--- config.mk ---
export PLATFORM = sky130hd
export DESIGN_NAME = key_matrix_scan_register_bank
export DESIGN_NICKNAME = d
export VERILOG_FILES = /design/src/rtl/kms_pkg.sv /design/src/rtl/kms_scan.sv /design/src/rtl/kms_regs.sv /design/src/rtl/key_matrix_scan_register_bank.sv
export SDC_FILE = /design/constraint.sdc
export NUM_CORES = 1
export LEC_CHECK = 0
export ABC_AREA = 1
export BUFFER_PORTS_ARGS = -buffer_cell sky130_fd_sc_hd__buf_2
export CORE_ASPECT_RATIO = 2
export CORE_MARGIN = 2
export CORE_UTILIZATION = 38
export CTS_BUF_LIST = sky130_fd_sc_hd__clkbuf_4
export CTS_CLUSTER_SIZE = 25
export DETAILED_ROUTE_END_ITERATION = 10
export GPL_ROUTABILITY_DRIVEN = 1
export PLACE_DENSITY = 0.65
export SYNTH_ARGS = -nofsm -noshare
export SYNTH_HDL_FRONTEND = slang
export SYNTH_SLANG_ARGS = --single-unit
export TNS_END_PERCENT = 30
--- constraint.sdc ---
create_clock -name clock -period 4 [get_ports clock]
set_clock_uncertainty 0.2 [all_clocks]
set_input_delay 0.8 -clock clock [delete_from_list [all_inputs] [get_ports clock]]
set_output_delay 0.8 -clock clock [all_outputs]
set_load 0.01 [all_outputs]
--- src/rtl/kms_pkg.sv ---
`default_nettype none

package kms_pkg;

   localparam int COL_W  = 4;
   localparam int ROW_W  = 6;
   localparam int BYTE_W = 8;
   localparam int PTR_W  = 5;

   // request codes
   localparam logic [1:0] REQ_SAMPLE = 2'd0;
   localparam logic [1:0] REQ_READ   = 2'd1;
   localparam logic [1:0] REQ_STOP   = 2'd2;

   // register map
   localparam logic [PTR_W-1:0]  REG_COUNT  = 5'd16;
   localparam logic [COL_W-1:0]  ADDR_ID0   = 4'd0;
   localparam logic [COL_W-1:0]  ADDR_ID1   = 4'd1;
   localparam logic [COL_W-1:0]  ADDR_RSV0  = 4'd2;
   localparam logic [COL_W-1:0]  ADDR_RSV1  = 4'd3;
   localparam logic [COL_W-1:0]  SNAP_BASE  = 4'd4;
   localparam logic [BYTE_W-1:0] ID0_BYTE   = 8'haa;
   localparam logic [BYTE_W-1:0] ID1_BYTE   = 8'h55;
   localparam logic [BYTE_W-1:0] PAST_BYTE  = 8'hff;

   // bootloader key combination: (column, row) pairs
   localparam int BOOT_COL_A = 0;
   localparam int BOOT_ROW_A = 2;
   localparam int BOOT_COL_B = 2;
   localparam int BOOT_ROW_B = 5;
   localparam int BOOT_COL_C = 4;
   localparam int BOOT_ROW_C = 2;

   typedef struct packed {
      logic             done;
      logic             change;
      logic             boot;
      logic [ROW_W-1:0] active;
   } scan_result_type;

endpackage

`default_nettype wire

--- src/rtl/kms_scan.sv ---
`default_nettype none

module kms_scan
   import kms_pkg::*;
#(
   parameter int NUM_COLUMNS = 12
) (
   input  wire logic              clock,
   input  wire logic              reset,
   input  wire logic              advance,
   input  wire logic              sample,
   input  wire logic [COL_W-1:0]  col,
   input  wire logic [ROW_W-1:0]  levels,
   input  wire logic [COL_W-1:0]  rd_index,
   output logic [ROW_W-1:0]       rd_row,
   output scan_result_type        result
);

   logic [ROW_W-1:0] scan_ff [NUM_COLUMNS];
   logic [ROW_W-1:0] scan_in [NUM_COLUMNS];
   logic [ROW_W-1:0] snap_ff [NUM_COLUMNS];
   logic [ROW_W-1:0] acc_ff;
   logic [ROW_W-1:0] acc_in;
   logic [ROW_W-1:0] pressed;
   logic             in_range;
   logic             last_col;
   logic             boot;
   logic             differ;

   assign pressed  = ~levels;
   assign in_range = col < COL_W'(NUM_COLUMNS);
   assign last_col = col == COL_W'(NUM_COLUMNS - 1);
   assign acc_in   = acc_ff | pressed;

   always_comb begin
      differ = 1'b0;
      rd_row = '0;
      for (int i = 0; i < NUM_COLUMNS; i++) begin
         scan_in[i] = (col == COL_W'(i)) ? pressed : scan_ff[i];
         if (scan_in[i] != snap_ff[i]) begin
            differ = 1'b1;
         end
         if (rd_index == COL_W'(i)) begin
            rd_row = snap_ff[i];
         end
      end
   end

   assign boot = scan_in[BOOT_COL_A][BOOT_ROW_A] && scan_in[BOOT_COL_B][BOOT_ROW_B] &&
                 scan_in[BOOT_COL_C][BOOT_ROW_C];

   always_comb begin
      result = '0;
      if (sample && in_range && last_col) begin
         result.done   = 1'b1;
         result.active = acc_in;
         result.boot   = boot;
         result.change = !boot && differ;
      end
   end

   always_ff @(posedge clock) begin
      if (reset) begin
         acc_ff <= '0;
         for (int i = 0; i < NUM_COLUMNS; i++) begin
            scan_ff[i] <= '0;
            snap_ff[i] <= '0;
         end
      end else if (advance && sample && in_range) begin
         scan_ff <= scan_in;
         if (last_col) begin
            acc_ff <= '0;
            // combo seen: snapshot stays as it was
            if (!boot && differ) begin
               snap_ff <= scan_in;
            end
         end else begin
            acc_ff <= acc_in;
         end
      end
   end

endmodule

`default_nettype wire

--- src/rtl/kms_regs.sv ---
`default_nettype none

module kms_regs
   import kms_pkg::*;
(
   input  wire logic              clock,
   input  wire logic              reset,
   input  wire logic              advance,
   input  wire logic              read_req,
   input  wire logic              stop_req,
   input  wire logic [ROW_W-1:0]  snap_row,
   output logic [COL_W-1:0]       snap_index,
   output logic [BYTE_W-1:0]      read_byte
);

   logic [PTR_W-1:0] ptr_ff;
   logic             in_map;
   logic [BYTE_W-1:0] map_byte;

   assign in_map     = ptr_ff < REG_COUNT;
   assign snap_index = ptr_ff[COL_W-1:0] - SNAP_BASE;

   always_comb begin
      case (ptr_ff[COL_W-1:0])
         ADDR_ID0:             map_byte = ID0_BYTE;
         ADDR_ID1:             map_byte = ID1_BYTE;
         ADDR_RSV0, ADDR_RSV1: map_byte = '0;
         default:              map_byte = {{(BYTE_W-ROW_W){1'b0}}, snap_row};
      endcase
   end

   always_comb begin
      read_byte = '0;
      if (read_req) begin
         read_byte = in_map ? map_byte : PAST_BYTE;
      end
   end

   always_ff @(posedge clock) begin
      if (reset) begin
         ptr_ff <= '0;
      end else if (advance) begin
         // pointer saturates once past the map
         if (read_req && in_map) begin
            ptr_ff <= ptr_ff + PTR_W'(1);
         end else if (stop_req) begin
            ptr_ff <= '0;
         end
      end
   end

endmodule

`default_nettype wire

--- src/rtl/key_matrix_scan_register_bank.sv ---
`default_nettype none

// Keyboard matrix scanner with a bus-readable register bank. Each request word is
// a column sample, a bus read byte or a bus stop; each gives exactly one response
// word. Words pass an input register and then a result register; one request
// is taken every cycle while the response side does not stall. That rate is set
// by the scan buffer, snapshot and read pointer, which are flops updated as each
// request advances. Snapshot compare, copy and bootloader combo check all happen
// on the sample of the last column (NUM_COLUMNS-1). Registers 0/1 read 0xaa/0x55,
// 2-3 read 0, 4-15 read the key snapshot, and reads past 15 return 0xff until
// a stop.
module key_matrix_scan_register_bank
   import kms_pkg::*;
#(
   parameter int NUM_COLUMNS = 12
) (
   input  wire logic              clock,
   input  wire logic              reset,
   input  wire logic              req_valid,
   output logic                   req_stall,
   input  wire logic [1:0]        req_type,
   input  wire logic [COL_W-1:0]  req_column_index,
   input  wire logic [ROW_W-1:0]  req_row_levels,
   output logic                   rsp_valid,
   input  wire logic              rsp_stall,
   output logic [BYTE_W-1:0]      rsp_read_data,
   output logic                   rsp_scan_done,
   output logic                   rsp_key_change,
   output logic                   rsp_enter_bootloader,
   output logic [ROW_W-1:0]       rsp_pressed_rows
);

   logic              in_valid_ff;
   logic [1:0]        in_type_ff;
   logic [COL_W-1:0]  in_col_ff;
   logic [ROW_W-1:0]  in_rows_ff;
   logic              out_valid_ff;
   logic [BYTE_W-1:0] out_data_ff;
   scan_result_type   out_scan_ff;

   logic              advance;
   logic              accept;
   logic              sample;
   logic              read_req;
   logic              stop_req;
   logic [COL_W-1:0]  snap_index;
   logic [ROW_W-1:0]  snap_row;
   logic [BYTE_W-1:0] read_byte;
   scan_result_type   scan_result;

   assign advance   = in_valid_ff && (!out_valid_ff || !rsp_stall);
   assign req_stall = in_valid_ff && !advance;
   assign accept    = req_valid && !req_stall;

   assign sample   = in_type_ff == REQ_SAMPLE;
   assign read_req = in_type_ff == REQ_READ;
   assign stop_req = in_type_ff == REQ_STOP;

   kms_scan #(
      .NUM_COLUMNS (NUM_COLUMNS)
   ) u_scan (
      .clock    (clock),
      .reset    (reset),
      .advance  (advance),
      .sample   (sample),
      .col      (in_col_ff),
      .levels   (in_rows_ff),
      .rd_index (snap_index),
      .rd_row   (snap_row),
      .result   (scan_result)
   );

   kms_regs u_regs (
      .clock      (clock),
      .reset      (reset),
      .advance    (advance),
      .read_req   (read_req),
      .stop_req   (stop_req),
      .snap_row   (snap_row),
      .snap_index (snap_index),
      .read_byte  (read_byte)
   );

   always_ff @(posedge clock) begin
      if (reset) begin
         in_valid_ff  <= 1'b0;
         out_valid_ff <= 1'b0;
      end else begin
         if (accept) begin
            in_valid_ff <= 1'b1;
         end else if (advance) begin
            in_valid_ff <= 1'b0;
         end
         if (advance) begin
            out_valid_ff <= 1'b1;
         end else if (!rsp_stall) begin
            out_valid_ff <= 1'b0;
         end
      end
   end

   always_ff @(posedge clock) begin
      if (accept) begin
         in_type_ff <= req_type;
         in_col_ff  <= req_column_index;
         in_rows_ff <= req_row_levels;
      end
      if (advance) begin
         out_data_ff <= read_byte;
         out_scan_ff <= scan_result;
      end
   end

   assign rsp_valid            = out_valid_ff;
   assign rsp_read_data        = out_data_ff;
   assign rsp_scan_done        = out_scan_ff.done;
   assign rsp_key_change       = out_scan_ff.change;
   assign rsp_enter_bootloader = out_scan_ff.boot;
   assign rsp_pressed_rows     = out_scan_ff.active;

endmodule

`default_nettype wire

# Word level (Yosys, flattened, before mapping)
# Cells that the tools add are included.
dict set report word_totals {
  register_bits 186
  out_inout_bits 19
  word_cells 154
}
dict set report classes {
  add_sub_neg 2
  order_cmp 2
  eq_ne 40
  n_mux 46
  bitwise_logic 2
  n_reduce_logical 26
}
# op count
set ops {}
lappend ops {{6-bit 2-to-1 mux} 25}
lappend ops {{6-bit inequality test} 12}
lappend ops {{4-bit by 3-bit equality test with 1-bit output, second input constant} 8}
lappend ops {{4-bit equality test, second input constant} 8}
lappend ops {{4-bit by 2-bit equality test with 1-bit output, second input constant} 6}
lappend ops {{8-bit case mux with 3 select lines} 1}
lappend ops {{1-bit 2-to-1 mux} 16}
lappend ops {{4-bit by 1-bit equality test with 1-bit output, second input constant} 3}
lappend ops {{4-bit zero test} 3}
lappend ops {{1-bit logical AND} 11}
lappend ops {{5-bit 2-to-1 mux} 2}
lappend ops {{9-bit 2-to-1 mux} 1}
lappend ops {{8-bit 2-to-1 mux} 1}
lappend ops {{6-bit inverter} 1}
lappend ops {{6-bit bitwise OR} 1}
lappend ops {{5-bit by 1-bit adder with 5-bit output, second input constant} 1}
lappend ops {{1-bit zero test} 5}
lappend ops {{5-bit < comparator, second input constant} 1}
lappend ops {{4-bit < comparator, second input constant} 1}
lappend ops {{2-bit nonzero test} 2}
lappend ops {{4-bit by 3-bit subtractor with 4-bit output, second input constant} 1}
lappend ops {{3-bit AND reduction} 1}
lappend ops {{2-bit by 1-bit equality test with 1-bit output, second input constant} 1}
lappend ops {{2-bit equality test, second input constant} 1}
lappend ops {{other kinds (5)} 5}

# Longest topological paths before layout
dict set report logic_depth {
  depth_word 17
  depth_mapped 20
  depth_no_buf 20
}

# Hierarchy
# Synthesis repeated with hierarchy kept, for this count alone.
dict set report unflattened {
  cells_unflattened 1782
  hier_area_um2 11030.6
}
# module n_inst cells_per_inst area_per_inst_um2
set modules_own_cells {}
lappend modules_own_cells {kms_scan 1 1660 9542.9}
lappend modules_own_cells {key_matrix_scan_register_bank 1 46 980.9}
lappend modules_own_cells {kms_regs 1 76 506.7}

# Least setup slack after synthesis
# Ideal clock, no wire load.
dict set report synth_timing {
  path_kind {input to register}
  startpoint {input port rsp_stall}
  endpoint {register u_scan.scan_ff[17] (netlist bit)}
  setup_time_ps 128
  t_arrival_ps 3111
  required_time_ps 3672
  path_slack_ps 561
  stages 7
  n_path_buf 1
  path_cell_list {a21oi_1 o21ai_0 nor2_1 clkinv_1 clkbuf_1 o21ai_0 a21oi_1}
}
dict set report synth_via {
  elab_chain_len 5
}
# element line_no
set synth_rtl {}
lappend synth_rtl {{start, declared} key_matrix_scan_register_bank.sv:25} ;# input wire logic rsp_stall,
lappend synth_rtl {{1-bit zero test} --}
lappend synth_rtl {{1-bit logical OR} key_matrix_scan_register_bank.sv:51} ;# assign advance = in_valid_ff && (!out_valid_ff || !rsp_stall);
lappend synth_rtl {{1-bit logical AND} key_matrix_scan_register_bank.sv:51}
lappend synth_rtl {{1-bit logical AND (2 in series)} kms_scan.sv:69} ;# end else if (advance && sample && in_range) begin
lappend synth_rtl {{end signal, assigned} kms_scan.sv:70} ;# scan_ff <= scan_in;
lappend synth_rtl {{end, declared} kms_scan.sv:19} ;# logic [ROW_W-1:0] scan_ff [NUM_COLUMNS];
# Every way passes these cells.
# A chain may end at the register's enable or synchronous reset.

# Worst setup path in the final report
dict set report layout_timing {
  startpoint {register in_col_ff[0]}
  endpoint {register u_scan.snap_ff[38] (netlist bit)}
}
dict set report layout_via {
  elab_chain_len 17
}
# element line_no
set layout_rtl {}
lappend layout_rtl {{start, declared} key_matrix_scan_register_bank.sv:35} ;# logic [COL_W-1:0] in_col_ff;
lappend layout_rtl {{start signal, assigned} key_matrix_scan_register_bank.sv:105} ;# in_col_ff <= req_column_index;
lappend layout_rtl {{4-bit zero test} kms_scan.sv:39} ;# scan_in[i] = (col == COL_W'(i)) ? pressed : scan_ff[i];
lappend layout_rtl {{6-bit 2-to-1 mux} kms_scan.sv:39}
lappend layout_rtl {{6-bit inequality test} kms_scan.sv:40} ;# if (scan_in[i] != snap_ff[i]) begin
lappend layout_rtl {{1-bit 2-to-1 mux (12 in series)} kms_scan.sv:40}
lappend layout_rtl {{1-bit logical AND} kms_scan.sv:74} ;# if (!boot && differ) begin
lappend layout_rtl {{3-bit AND reduction (no source line)} --}
lappend layout_rtl {{end signal, assigned} kms_scan.sv:75} ;# snap_ff <= scan_in;
lappend layout_rtl {{end, declared} kms_scan.sv:21} ;# logic [ROW_W-1:0] snap_ff [NUM_COLUMNS];
# Several ways; a longest one is shown, not always the timed one.

==> run summary <==
Die extent in x: 119 um
Clock Tree Root: clkbuf_4
DR pass1 iterations: 7
Worst skew pair latency: 620 ps
Via count of the routed design: 10.4k
Met3 track demand over resource: 3.83%
Number of I/O pins: 35
Vias/cell: 5.09
CP endpoint kind: flop
Asr flop ratio synth: 0%
Nets: 1702
RD Place Congestion: 0.973
Cells after Synth: 1655
Pin count of the biggest net entering global routing: 93
Overflow after GRT: 0
Yosys top cell area share: 31.0%
Routed Antenna Nets: 0
Post-synth top flop: dfxtp_1
Synthesized Nets: 1675
Final Cycle Share: 91.4%
Reg clk slew, reported paths: 160 ps
DP HPWL: 26300 um
WL/cell: 17.1 um
Number of remaining DRC errors: 0
Grt met1 use: 25.1%
Slew Viols, Final: 0
Clock H-tree levels: 4
R2R depth: 18
Worst-path maximum fanout: 41
Reg-to-Reg Start: in_col_ff[0]
Total power: 3.45 mW
Yosys top cell by area: dfxtp_1
Clock net sink count: 186
Max-slew headroom: 41.0%
CTS tree: done
Die Ht: 235 um
Post-synth EDFFs: 29
Core ar.: 0.0263 mm^2
Final hold violation count: 0
Sequential share of the synthesized area: 39.6%
Initial Utilization: 38.6%
# setup viols final: 0
Synth cell types: 27
Layout Cells excl Fill: 2040
Combinational power share: 11.7%
Switch share: 29.5%
Setup bufs post-CTS: 0
Layout area overhead: 9.45%
Row count: 84
Max Cap Viol: 0
Area contributors post-synth: dfxtp_1 31%, nand2_1 23%, edfxtp_1 8.6%, nor2_1 8.3%, inv_1 7.8%
Hold Path Stages: 1
Antenna violations before repair: 1
# resized after CTS: 0
First-pass GRT wire length: 53200 um
Min-delay worst type: in2reg
Slew of the pin with the lowest slew margin: 882 ps
GR peak layer: met2
Crit path arrival time: 3990 ps
Post-route setup TNS: 0 ps
Tmin final: 3660 ps
Clk pwr share: 31.4%
Vias in the first global route: 9641
Post-synthesis cell area: 0.0101 mm^2
Part of the power in registers: 56.9%
CP endpoint: u_scan.snap_ff[38]
Fmax: 274 MHz
Final WL: 34800 um
Overall routing resource usage: 24.9%
Crit path launch type: flop
Pwr/cell area: 311 mW/mm^2
Met2 usage: 45.2%
Share of cells above drive strength 1: 6.49%
RSZ-0062 raised after global routing: false
Critical Path RT: 4340 ps
Status: finished, final reports clean
Avg Cell Area, Syn: 6.12 um^2
Die ar.: 0.0281 mm^2
Crit path launch: in_col_ff[0]
Cell internal pwr: 2.43 mW
Port Buffers: 34
Max Buffers Root-to-Sink: 2
Ys Warns: 0
CTS Buf Count: 17
Hold buffers post-CTS: 0
Peak supply drop: 0.196 mV
Static leakage: 5.84 nW
Flop-to-flop setup slack: 340 ps
Initial drt markers: 659
Fillers: 2891
Synthesized flop and latch total: 186
Cells after DPL: 2007
NetSw: 1.02 mW
Critical path class: reg2reg
R2r endpoint: u_scan.snap_ff[38]
[worst max-delay path: stages, from the launching register on]
cell	delay (ps)
edfxtp_1	450
inv_1	110
nor2_2	340
nand2_1	310
nand2_1	190
nand2_1	90
nand2_1	60
nand2_1	60
nor2_1	130
nand2_1	90
nor2_1	260
nand2_1	130
nor2_1	280
nand3_2	190
nand3_4	220
buf_12	250
nand2_1	70
nand2_1	60
nor2_1	40
[synthesized netlist by cell type (6+ instances only)]
library cell,n
inv_1,211
o21ai_1,7
a211oi_1,6
edfxtp_1,29
nand2_1,619
clkbuf_1,37
a21oi_1,80
nor2_1,223
a31oi_1,23
o21ai_0,107
nand3_1,106
dfxtp_1,157
buf_2,14
nand4_1,6
[cells in the final DEF (no fill, tap or decap), types with 23 or more instances in the layout]
master and instances:
nand3_1 106, a21oi_1 79, o21ai_0 107, buf_2 34, buf_4 29, nor2_1 222, inv_1 210, nand2_1 619
dfxtp_1 157, a31oi_1 23, edfxtp_1 29
[cell families after synthesis]
group	count (synthesis)	share of synthesized area [%]
xor+xnor	3	0.259
simple gates	963	37.5
fa+ha+maj	4	0.494
flops	186	39.6
compound gates	225	11.6
buf+inv	274	10.5
[power by group through the flow]
stage	logic (mW)	clock network, mW	registers [mW]
after floorplan	0.243	0	2.00
after global placement	0.396	0	2.00
after detailed placement	0.399	0	2.00
after CTS	0.401	1.11	1.96
after global routing	0.445	1.17	1.97
final	0.404	1.08	1.96
[worst min path at each step]
stage               slack [ps]                start                 end
floorplan                  230   u_scan.scan_ff[10]  u_scan.scan_ff[10]
global placement           240   u_scan.scan_ff[31]  u_scan.scan_ff[31]
detailed placement         240   u_scan.scan_ff[10]  u_scan.scan_ff[10]
CTS                        100  req_column_index[2]        in_col_ff[2]
global route                90    req_row_levels[1]       in_rows_ff[1]
finish                     140  req_column_index[2]        in_col_ff[2]
[registers in the layout (all words and copies together) (netlist names)]
signal and count:
u_scan.scan_ff 72, u_scan.snap_ff 72, rsp_read_data 8, in_rows_ff 6, rsp_pressed_rows 6, u_scan.acc_ff 6
u_regs.ptr_ff 5, in_col_ff 4, in_type_ff 2, in_valid_ff 1, rsp_enter_bootloader 1, rsp_key_change 1
rsp_scan_done 1, rsp_valid 1
[per-stage QoR]
stage / hold slack [ps] / utilization (%) / instance area, um^2 / setup slack [ps]
6_report: 142 / 42.2 / 11100 / 344
3_3_place_gp: 239 / 41.1 / 10800 / 483
4_1_cts: 102 / 42.2 / 11100 / 406
3_5_place_dp: 243 / 41.1 / 10800 / 454
2_1_floorplan: 230 / - / 10100 / 561
5_1_grt: 93.1 / 42.2 / 11100 / 169
[cell type report]
cell class	count	area, um^2	area share (%)
clock buffers	18	135	1.22
flip-flops and latches	186	4010	36.2
multi-input cells	1195	5070	45.7
diodes	1	2.50	0.0226
clock inverters	14	146	1.32
well taps	344	430	3.88
repair buffers	68	488	4.40
inverters	214	805	7.25
[per-layer routing]
layer / share of wire [%] / vias to the layer above
li1: - / 5199
met1: 36 / 4753
met2: 52 / 311
met3: 3.8 / 122
met4: 8.5 / 0
met5: 0 / -
No activity file was read; power rests on OpenSTA's default activity.
